<file path="src/hdl/ckg_pkg.sv">
// ----------------------------------------------------------------------------
// ckg_pkg
// Shared types, codes and helpers of the conic knapsack greedy fit block.
// ----------------------------------------------------------------------------
package ckg_pkg;

    localparam int SUM_W = 40;   // width of the running sums and the load
    localparam int IDXW  = 7;    // item index/count width at the largest item depth
    localparam int PROD_W = 72;  // 32 x 40 product

    localparam logic [39:0] LIM40 = 40'hFF_FFFF_FFFF;

    localparam logic [2:0] CFG_DALPHA     = 3'd0;
    localparam logic [2:0] CFG_CAPACITY   = 3'd1;
    localparam logic [2:0] CFG_ITEM_COUNT = 3'd2;
    localparam logic [2:0] CFG_TARGET     = 3'd3;
    localparam logic [2:0] CFG_TOLERANCE  = 3'd4;

    localparam logic [1:0] KIND_ITEM  = 2'd0;
    localparam logic [1:0] KIND_ROW   = 2'd1;
    localparam logic [1:0] KIND_START = 2'd2;

    typedef enum logic [4:0] {
        OP_NONE,
        OP_STORE,
        OP_HOLD,
        OP_DOM_SET,
        OP_SEARCH_INIT,
        OP_SEED,
        OP_SQRT,
        OP_MUL_LOAD,
        OP_LOAD_FIN,
        OP_SEED_CHK,
        OP_GREEDY_INIT,
        OP_TRIAL,
        OP_EXCL_ONE,
        OP_DELTA,
        OP_MUL_P1,
        OP_P1_STORE,
        OP_MUL_P2,
        OP_CMP,
        OP_ADD,
        OP_ADD_FIN,
        OP_BEST,
        OP_EMIT
    } dp_op_t;

    typedef struct packed {
        dp_op_t            op;
        logic [IDXW-1:0]   idx;
    } dp_cmd_t;

    typedef struct packed {
        logic              dom_hit;
        logic              seed_ok;
        logic              undecided;
        logic              fits;
        logic              found;
        logic              sqrt_done;
        logic              mul_done;
        logic [IDXW-1:0]   n_items;
        logic [IDXW-1:0]   cand;
    } dp_status_t;

    function automatic logic [39:0] sat_add40(input logic [39:0] a, input logic [39:0] b);
        logic [40:0] s;
        s = {1'b0, a} + {1'b0, b};
        return s[40] ? LIM40 : s[39:0];
    endfunction

    function automatic logic [39:0] sat_add_val(input logic [39:0] a, input logic [31:0] b);
        logic [40:0] s;
        s = {a[39], a} + {{9{b[31]}}, b};
        if (s[40] != s[39]) begin
            return s[40] ? {1'b1, 39'd0} : {1'b0, {39{1'b1}}};
        end
        return s[39:0];
    endfunction

endpackage

</file>
<file path="src/hdl/ckg_ctrl.sv">
// ----------------------------------------------------------------------------
// ckg_ctrl
// Search sequencer: dominance scan, seed loop, greedy rounds, result handoff.
// ----------------------------------------------------------------------------
module ckg_ctrl #(
    parameter int MAX_ITEMS = 32
) (
    input  logic                   aclk,
    input  logic                   aresetn,
    input  logic                   s_tvalid,
    output logic                   s_tready,
    input  logic [1:0]             in_kind,
    output logic                   m_tvalid,
    input  logic                   m_tready,
    output ckg_pkg::dp_cmd_t       cmd,
    input  ckg_pkg::dp_status_t    status
);
    import ckg_pkg::*;

    localparam int CW = $clog2(MAX_ITEMS + 1);

    typedef enum logic [4:0] {
        ST_IDLE, ST_D_I, ST_D_IW, ST_D_J, ST_D_JW, ST_S_F, ST_S_FW,
        ST_E_SQ, ST_E_SQW, ST_E_MU, ST_E_MUW, ST_E_FIN, ST_S_CHK,
        ST_G_INIT, ST_G_I, ST_G_IW, ST_G_CHK, ST_G_M1, ST_G_M1W,
        ST_G_M2, ST_G_M2W, ST_G_CMP, ST_G_END, ST_G_AW, ST_G_AFIN,
        ST_S_BEST, ST_DONE
    } state_t;

    typedef enum logic [1:0] { RET_SEED, RET_CAND, RET_ADD } ret_t;

    state_t        state_reg, state_next;
    ret_t          ret_reg, ret_next;
    logic [CW-1:0] i_reg, i_next, j_reg, j_next, fix_reg, fix_next;
    logic          m_tvalid_reg, m_tvalid_next;
    logic [CW-1:0] n_items;

    assign n_items = status.n_items[CW-1:0];

    always_comb begin
        state_next    = state_reg;
        ret_next      = ret_reg;
        i_next        = i_reg;
        j_next        = j_reg;
        fix_next      = fix_reg;
        m_tvalid_next = m_tvalid_reg && !m_tready;
        cmd.op        = OP_NONE;
        cmd.idx       = IDXW'(i_reg);
        s_tready      = 1'b0;
        case (state_reg)
            ST_IDLE: begin
                s_tready = 1'b1;
                if (s_tvalid) begin
                    cmd.op = OP_STORE;
                    if (in_kind == KIND_START) begin
                        i_next     = '0;
                        state_next = ST_D_I;
                    end
                end
            end
            ST_D_I: begin
                if (i_reg == n_items) begin
                    cmd.op     = OP_SEARCH_INIT;
                    fix_next   = '0;
                    state_next = ST_S_F;
                end else begin
                    state_next = ST_D_IW;
                end
            end
            ST_D_IW: begin
                cmd.op     = OP_HOLD;
                j_next     = i_reg + 1'b1;
                state_next = ST_D_J;
            end
            ST_D_J: begin
                cmd.idx = IDXW'(j_reg);
                if (j_reg >= n_items) begin
                    i_next     = i_reg + 1'b1;
                    state_next = ST_D_I;
                end else begin
                    state_next = ST_D_JW;
                end
            end
            ST_D_JW: begin
                if (status.dom_hit) begin
                    cmd.op     = OP_DOM_SET;
                    i_next     = i_reg + 1'b1;
                    state_next = ST_D_I;
                end else begin
                    j_next     = j_reg + 1'b1;
                    state_next = ST_D_J;
                end
            end
            ST_S_F: begin
                cmd.idx = IDXW'(fix_reg);
                state_next = (fix_reg == n_items) ? ST_DONE : ST_S_FW;
            end
            ST_S_FW: begin
                cmd.idx = IDXW'(fix_reg);
                if (status.seed_ok) begin
                    cmd.op     = OP_SEED;
                    ret_next   = RET_SEED;
                    state_next = ST_E_SQ;
                end else begin
                    fix_next   = fix_reg + 1'b1;
                    state_next = ST_S_F;
                end
            end
            ST_E_SQ: begin
                cmd.op     = OP_SQRT;
                state_next = ST_E_SQW;
            end
            ST_E_SQW: begin
                if (status.sqrt_done) state_next = ST_E_MU;
            end
            ST_E_MU: begin
                cmd.op     = OP_MUL_LOAD;
                state_next = ST_E_MUW;
            end
            ST_E_MUW: begin
                if (status.mul_done) state_next = ST_E_FIN;
            end
            ST_E_FIN: begin
                cmd.op = OP_LOAD_FIN;
                case (ret_reg)
                    RET_SEED: state_next = ST_S_CHK;
                    RET_CAND: state_next = ST_G_CHK;
                    default:  state_next = ST_G_AFIN;
                endcase
            end
            ST_S_CHK: begin
                cmd.op = OP_SEED_CHK;
                if (status.fits) begin
                    state_next = ST_G_INIT;
                end else begin
                    fix_next   = fix_reg + 1'b1;
                    state_next = ST_S_F;
                end
            end
            ST_G_INIT: begin
                cmd.op     = OP_GREEDY_INIT;
                i_next     = '0;
                state_next = ST_G_I;
            end
            ST_G_I: begin
                if (i_reg == n_items) begin
                    state_next = ST_G_END;
                end else if (status.undecided) begin
                    state_next = ST_G_IW;
                end else begin
                    i_next = i_reg + 1'b1;
                end
            end
            ST_G_IW: begin
                cmd.op     = OP_TRIAL;
                ret_next   = RET_CAND;
                state_next = ST_E_SQ;
            end
            ST_G_CHK: begin
                if (status.fits) begin
                    cmd.op     = OP_DELTA;
                    state_next = ST_G_M1;
                end else begin
                    // infeasible now, infeasible for the rest of this seed
                    cmd.op     = OP_EXCL_ONE;
                    i_next     = i_reg + 1'b1;
                    state_next = ST_G_I;
                end
            end
            ST_G_M1: begin
                cmd.op     = OP_MUL_P1;
                state_next = ST_G_M1W;
            end
            ST_G_M1W: begin
                if (status.mul_done) begin
                    cmd.op     = OP_P1_STORE;
                    state_next = ST_G_M2;
                end
            end
            ST_G_M2: begin
                cmd.op     = OP_MUL_P2;
                state_next = ST_G_M2W;
            end
            ST_G_M2W: begin
                if (status.mul_done) state_next = ST_G_CMP;
            end
            ST_G_CMP: begin
                cmd.op     = OP_CMP;
                i_next     = i_reg + 1'b1;
                state_next = ST_G_I;
            end
            ST_G_END: begin
                cmd.idx    = status.cand;
                state_next = status.found ? ST_G_AW : ST_S_BEST;
            end
            ST_G_AW: begin
                cmd.idx    = status.cand;
                cmd.op     = OP_ADD;
                ret_next   = RET_ADD;
                state_next = ST_E_SQ;
            end
            ST_G_AFIN: begin
                cmd.op     = OP_ADD_FIN;
                state_next = ST_G_INIT;
            end
            ST_S_BEST: begin
                cmd.op     = OP_BEST;
                fix_next   = fix_reg + 1'b1;
                state_next = ST_S_F;
            end
            ST_DONE: begin
                // hold until the output register is free
                if (!m_tvalid_reg || m_tready) begin
                    cmd.op        = OP_EMIT;
                    m_tvalid_next = 1'b1;
                    state_next    = ST_IDLE;
                end
            end
            default: state_next = ST_IDLE;
        endcase
    end

    always_ff @(posedge aclk) begin
        if (!aresetn) begin
            state_reg    <= ST_IDLE;
            ret_reg      <= RET_SEED;
            i_reg        <= '0;
            j_reg        <= '0;
            fix_reg      <= '0;
            m_tvalid_reg <= 1'b0;
        end else begin
            state_reg    <= state_next;
            ret_reg      <= ret_next;
            i_reg        <= i_next;
            j_reg        <= j_next;
            fix_reg      <= fix_next;
            m_tvalid_reg <= m_tvalid_next;
        end
    end

    assign m_tvalid = m_tvalid_reg;

endmodule

</file>
<file path="config.mk">
export PLATFORM = sky130hd
export DESIGN_NAME = ckg_ctrl
export DESIGN_NICKNAME = d
export VERILOG_FILES = /design/src/hdl/ckg_pkg.sv /design/src/hdl/ckg_ctrl.sv
export SDC_FILE = /design/constraint.sdc
export NUM_CORES = 1
export LEC_CHECK = 0
export BUFFER_PORTS_ARGS = -buffer_cell sky130_fd_sc_hd__buf_2
export CAP_MARGIN = 20
export CORE_ASPECT_RATIO = 0.7
export CORE_MARGIN = 2
export CORE_UTILIZATION = 55
export DETAILED_ROUTE_END_ITERATION = 10
export PLACE_DENSITY = 0.78
export SYNTH_ARGS = -nofsm -noshare
export SYNTH_HDL_FRONTEND = slang
export SYNTH_SLANG_ARGS = --single-unit
export TNS_END_PERCENT = 1
</file>
<file path="constraint.sdc">
create_clock -name aclk -period 4.05 [get_ports aclk]
set_input_delay 0.2025 -clock aclk [delete_from_list [all_inputs] [get_ports aclk]]
set_output_delay 0.2025 -clock aclk [all_outputs]
set_load 0.05 [all_outputs]
</file>
==> summary.txt, run 1 <==
Worst setup path
  – CP required: just under 4 ns
  – Critical path cell sequence: nand2b_1 -> nor2_1 -> a222oi_1 -> o21ai_0 -> buf_2
  – Critical path's slowest cell: dfxtp_1
  – Critical path peak fanout: 28
  – CP startpoint kind: register
  – Worst Path Arrival: 2.87 ns
  – CP Class: register to output pin
  – Critical path endpoint category: output pin
  – Slowest stage delay, CP: 0.90 ns

Synthesis
  – Post-synth top flop: dfxtp_1
  – Post-Syn Instances: 370
  – Post-synth top area share: 0.191
  – Synth Cell Area: 2730 um^2
  – Synth unique cells: between 60 and 70
  – Yosys Warn Count: 0
  – Register area share after synthesis: 0.191
  – #FFs+latches synth: 26
  – Asr flop ratio synth: 0
  – Synthesized area per cell: 7.38 um^2
  – Syn nets: 406
  – Biggest area consumer among synthesized cells: dfxtp_1
  – Synth area leaders: dfxtp_1 (19%), xnor2_1 (5.1%), o21ai_0 (4.9%)
  – Number of synthesized flops with an enable pin: 0

Place
  – Global placer's final weighted congestion: 0.891
  – Post-DP HPWL: 5780 um
  – Port Buffers: 39
  – Worst slack at placement: 1.17 ns
  – Placement-stage cell area: 2890 um^2

Clocking
  – Cts hold-fix bufs: 0
  – # clock sinks: 26
  – CTS Buf Count: 3
  – H-tree depth: 1
  – Clock latency on the worst-skew pair: 0.28 ns
  – Postcts setup bufs: 0
  – CTS tree: done
  – CTS Buffer Depth: 2
  – Post-cts resize count: 0
  – Clock transition at the registers of the reported paths: 0.10 ns
  – Root Driver: clkbuf_8

Die
  – Die extent in x: 88.2 um
  – Die H: 63.0 um
  – Die area: around 5600 um^2
  – Core Area: 4780 um^2
  – # rows: 21
  – Io pins: 41
  – Starting Density: 0.571

STA
  – Fin crit period: about 3.1 ns
  – Final Hold Viols: 0
  – Clock Skew: approximately 0.0064 ns
  – Relative slew slack: 0.371
  – Slew @ Worst Pin: 0.938 ns
  – Final setup margin: approximately 1 ns
  – Post-route setup TNS: 0 ns
  – Final slew viol count: 0
  – Final period util: 0.759
  – Fmax: 325 MHz
  – Unrepaired setup endpoints after global routing: no
  – Final setup violation count: 0

Global routing
  – Initial antenna violation count: 0
  – Largest net degree at the start of global routing: 30
  – Vias in the first global route: roughly 2600
  – First-pass GRT wire length: 13200 um
  – Total grt overflow: 0
  – GRT Total Usage: 0.299

Detailed routing
  – WL final: 7810 um
  – Antenna Nets Post-Route: 0
  – DR vias: between 2000 and 3000
  – Wirelength per Cell: ~17 um
  – TritonRoute pass-1 iters: 6
  – Initial drt markers: 450
  – Vias per Instance: 6.31
  – Number of remaining DRC errors: 0

Outcome
  – Status: finished clean

Worst hold path
  – Worst Hold Class: primary input to register

Pwr
  – Clock power frac: 0.199
  – Switch Pwr: approximately 540 uW
  – Leak: 1.18 nW
  – Switching share of power: 0.476
  – PwrDens: 382 nW/um^2
  – Sequential power share: 0.307
  – Pint: between 500 and 600 uW
  – Worst vdd ir: between 0.0002 and 0.0003 V
  – Comb pwr share: 0.495

Finish
  – Final Cell Area: 2960 um^2
  – Syn-to-layout area delta: 8.47%
  – Fin nets: 429
  – Fill cell count: 451
  – Diodes inserted: 0
  – Layout cells sized above 1: 0.151

Job
  – Max Cap Violations: 0
logic make-up after synthesis:
family / share of synthesized area
compound gates: 0.288
xor+xnor: 0.0738
fa+ha+maj: 0.0412
buf+inv: 0.0815
flops: 0.191
mux: 0.0261
simple gates: 0.299
area by class of cell:
type,instances,area [um^2],area share
clock inverter,1,30.0,0.0101
timing repair buffer,43,225,0.0760
multi-input combinational,300,1990,0.671
tap,69,86.3,0.0291
sequential,26,520,0.176
inverter,19,71.3,0.0241
clock buffer,3,41.3,0.0139
power by group through the flow:
| stage | logic, mW | clock network (mW) | registers [mW] |
|---|---|---|---|
| after floorplan | 0.481 | 0 | 0.302 |
| after global placement | 0.536 | 0 | 0.351 |
| after detailed placement | 0.548 | 0 | 0.350 |
| after CTS | 0.548 | 0.228 | 0.345 |
| after global routing | 0.612 | 0.235 | 0.356 |
| final | 0.560 | 0.225 | 0.347 |
worst max-delay path, delay by kind of cell (launching register included):
family	cells	cell delay [ns]
buf+inv	1	0.30
flops	1	0.90
compound gates	2	0.37
simple gates	2	1.02
per-layer routing:
layer,up-vias,global-route usage,share of wire
met3,8,0.0727,0.10
met2,151,0.423,0.42
met4,0,0.0606,0.0097
met5,-,0,0
li1,1408,-,-
met1,1341,0.456,0.46
synthesized netlist by cell type (all sizes together) (6+ instances only):
cell	count
o21ai	29
ha	9
nand3	10
dfxtp	26
inv	19
nor3	12
a222oi	6
xor2	7
a21boi	9
nor2b	10
and3	8
nand4	9
nand2b	11
clkbuf	8
nor2	29
nand2	27
xnor2	16
buf	17
mux2i	6
a21oi	23
and2	6
final timing paths:
check                from  cells after the start          to  slack, ns
min reg2reg    ret_reg[0]                      2  ret_reg[0]       0.49
max          state_reg[2]                      5      cmd[4]       0.97
max reg2reg  state_reg[4]                      6    i_reg[2]       1.11
min              m_tready                      3    m_tvalid       0.26
cells in the final DEF (no fill, tap or decap), drive strengths merged, types with 6 or more instances in the layout:
cell type  count
xor2           7
a21boi         9
nand3         10
buf           43
a222oi         6
nand2b        11
nor2          29
o21ai         29
nor3          12
mux2i          6
nand4          9
and2           6
nand2         27
a21oi         23
ha             9
xnor2         16
nor2b         10
inv           19
dfxtp         26
and3           8
metrics by stage:
| stage | hold slack (ns) | power (mW) | util | cells |
|---|---|---|---|---|
| after global routing | 0.275 | 1.20 | 0.620 | 461 |
| after CTS | 0.258 | 1.12 | 0.620 | 461 |
| after floorplan | 0.442 | 0.783 | - | 370 |
| after detailed placement | 0.477 | 0.898 | 0.605 | 457 |
| final | 0.264 | 1.13 | 0.620 | 461 |
| after global placement | 0.471 | 0.887 | 0.605 | 457 |
Note: power is estimated with default switching activity, not from simulation.
==> inputs of run 2 (changes only) <==
Settings changed: ABC_AREA set to 1.
Clock period 4.05 ns to 3 ns, I/O delays scaled along.
==> summary.txt, run 2 <==
Outcome
  – Status: finished clean

Finish
  – Multi-input logic area: 1970 um^2 (-0.94%)
  – Layout cells sized above 1: 0.169 (+0.0184)
  – Fill cell count: 500 (+11%)
  – Commonest non-fill, non-tap cell in the layout: nand2_1
  – Syn-to-layout area delta: 10.8%
  – Fin nets: 558 (+30%)
  – Storage cell area: 520 um^2 (unchanged)
  – Diodes inserted: 0 (unchanged)
  – Commonest cells after routing, fill and taps aside: nand2_1 (151), nor2_1 (76), inv_1 (47), buf_2 (39), nand3_1 (38)
  – Layout Cells excl Fill: 590 (+28%)

STA
  – Clock Skew: 0.00343 ns (-0.00292 ns)
  – Final setup violation count: 0 (unchanged)
  – Final period util: 0.895
  – Final setup margin: 0.316 ns (-0.659 ns)
  – Unrepaired setup endpoints after global routing: no
  – Fmax: 373 MHz
  – Fin crit period: between 2 and 3 ns
  – Final slew viol count: 0 (unchanged)
  – Slew @ Worst Pin: 0.810 ns (-0.128 ns)
  – Post-route setup TNS: 0 ns (unchanged)
  – Final Hold Viols: 0 (unchanged)
  – Relative slew slack: 0.459 (+0.0884)

Clocking
  – Post-cts resize count: 0 (unchanged)
  – CTS Buf Count: 3 (unchanged)
  – Root Driver: clkbuf_8
  – Cts hold-fix bufs: 0 (unchanged)
  – # clock sinks: 26 (unchanged)
  – CTS tree: done
  – Clock latency on the worst-skew pair: 0.28 ns (about the same)
  – CTS Buffer Depth: 2 (unchanged)
  – Postcts setup bufs: 0 (unchanged)
  – Clock transition at the registers of the reported paths: 0.10 ns (about the same)
  – H-tree depth: 1 (unchanged)

Place
  – Global placer's final weighted congestion: 1.07 (+21%)
  – Post-DP HPWL: 7040 um (+22%)
  – Placed Instances: 586 (+28%)
  – Worst slack at placement: 0.709 ns (-0.465 ns)
  – Port Buffers: 39 (unchanged)

Die
  – # rows: 21 (unchanged)
  – Die H: 63.5 um (+0.85%)
  – Starting Density: 0.575 (+0.00414)
  – Core Area: 4830 um^2 (+1.1%)
  – Die area: 5650 um^2 (+1.7%)
  – Io pins: 41 (unchanged)
  – Die extent in x: 89.0 um (+0.87%)

Synthesis
  – Syn nets: 522 (+29%)
  – Synth area leaders: nand2_1 (20%), dfxtp_1 (19%), nor2_1 (10%)
  – Number of synthesized flops with an enable pin: 0 (unchanged)
  – Biggest area consumer among synthesized cells: nand2_1
  – Asr flop ratio synth: 0 (unchanged)
  – Post-synth top flop: dfxtp_1
  – Post-synth top area share: 0.204 (+0.0132)
  – Most frequent cells after synthesis: nand2_1 (151), nor2_1 (76), inv_1 (47)
  – #FFs+latches synth: 26 (unchanged)
  – Most common cell in the netlist: nand2_1
  – Synth Cell Area: 2780 um^2 (+1.8%)
  – Synthesized area per cell: 5.72 um^2 (-22%)
  – Synth unique cells: 39 (-42%)
  – Register area share after synthesis: 0.187 (-0.00343)
  – Yosys Warn Count: 0 (unchanged)
  – Post-Syn Instances: 486 (+31%)

Detailed routing
  – Number of remaining DRC errors: 0 (unchanged)
  – Wirelength per Cell: 14.8 um (-13%)
  – DR vias: 3321 (+14%)
  – Antenna Nets Post-Route: 0 (unchanged)
  – WL final: 8710 um (+12%)
  – TritonRoute pass-1 iters: 5 (-1)
  – Initial drt markers: 392 (-13%)
  – Vias per Instance: 5.63 (-11%)

Worst hold path
  – Worst Hold Class: primary input to register
  – Hold Path Stages: 4 (+1)

Worst setup path
  – CP Class: register to output pin
  – CP startpoint kind: register
  – Critical path endpoint category: output pin
  – CP required: 2.85 ns (-1.00 ns)
  – Critical path peak fanout: 19 (-32%)
  – Worst Path Arrival: 2.53 ns (-0.34 ns)
  – Reg2Reg Depth: 8 (+2)

Pwr
  – Leak: 1.63 nW (+38%)
  – Worst vdd ir: 0.000184 V (-38%)
  – PwrDens: 349 nW/um^2 (-8.6%)

Global routing
  – Initial antenna violation count: 0 (unchanged)
  – Total grt overflow: 0 (unchanged)
  – First-pass GRT wire length: 14100 um (+6.4%)
  – Vias in the first global route: 2850 (+8.4%)
  – Largest net degree at the start of global routing: 20 (-33%)
  – GRT Total Usage: 0.320 (+0.0211)

Job
  – Max Cap Violations: 0 (unchanged)
-- run 2: path summary, 6_finish.rpt --
path | start | slack (ns) | endpoint
worst max-delay path | state_reg[4] | 0.32 | cmd[3]
worst min-delay path | m_tready | 0.17 | m_tvalid
worst max register to register | state_reg[4] | 0.79 | state_reg[4]
worst min register to register | ret_reg[0] | 0.47 | ret_reg[0]
-- run 2: logic make-up (layout without fill, tap and decap cells) --
logic type,Yosys count,count (layout),synth area share
AOI/OAI and AO/OA,48,48,0.0981
buffers and inverters,70,105,0.105
xor gates and xnor gates,11,11,0.0346
adders and majority gates,9,9,0.0405
DFF,26,26,0.187
and+or+nand+nor,322,322,0.535
-- run 2: critical path, cell delays in order, from the launching register on --
cell	delay (ns)
dfxtp_1	0.58
nand3_1	0.29
nor2_1	0.09
nor2_1	0.35
inv_2	0.18
nor3_4	0.28
nand2_1	0.10
o211ai_1	0.09
buf_2	0.28
-- run 2: layout make-up --
type,count,share of cell area
clock inverter,1,0.00974
tap,69,0.0280
sequential,26,0.169
multi-input combinational,390,0.639
clock buffer,3,0.0134
inverter,61,0.0755
timing repair buffer,40,0.0657
-- run 2: per-layer routing --
metal  vias up  GRT usage  part of all wire
li1       1631          -                 -
met1      1455      0.491              0.45
met2       225      0.426              0.38
met3        10      0.122              0.16
met4         0     0.0466             0.010
met5         -          0                 0
-- run 2: metrics by stage --
step	power, mW	utilization	instance area (um^2)	hold slack, ns
after detailed placement	0.769	0.623	3010	0.457
final	1.08	0.638	3080	0.166
after global placement	0.761	0.623	3010	0.450
after floorplan	0.672	-	2780	0.344
after CTS	1.07	0.638	3080	0.170
after global routing	1.13	0.638	3080	0.210
-- run 2: report_power, final --
group | leakage [nW] | switching [mW] | internal (mW)
combinational | 1.38 | 0.255 | 0.107
clock | 0.0357 | 0.125 | 0.179
sequential | 0.211 | 0.0437 | 0.367
total | 1.63 | 0.424 | 0.653
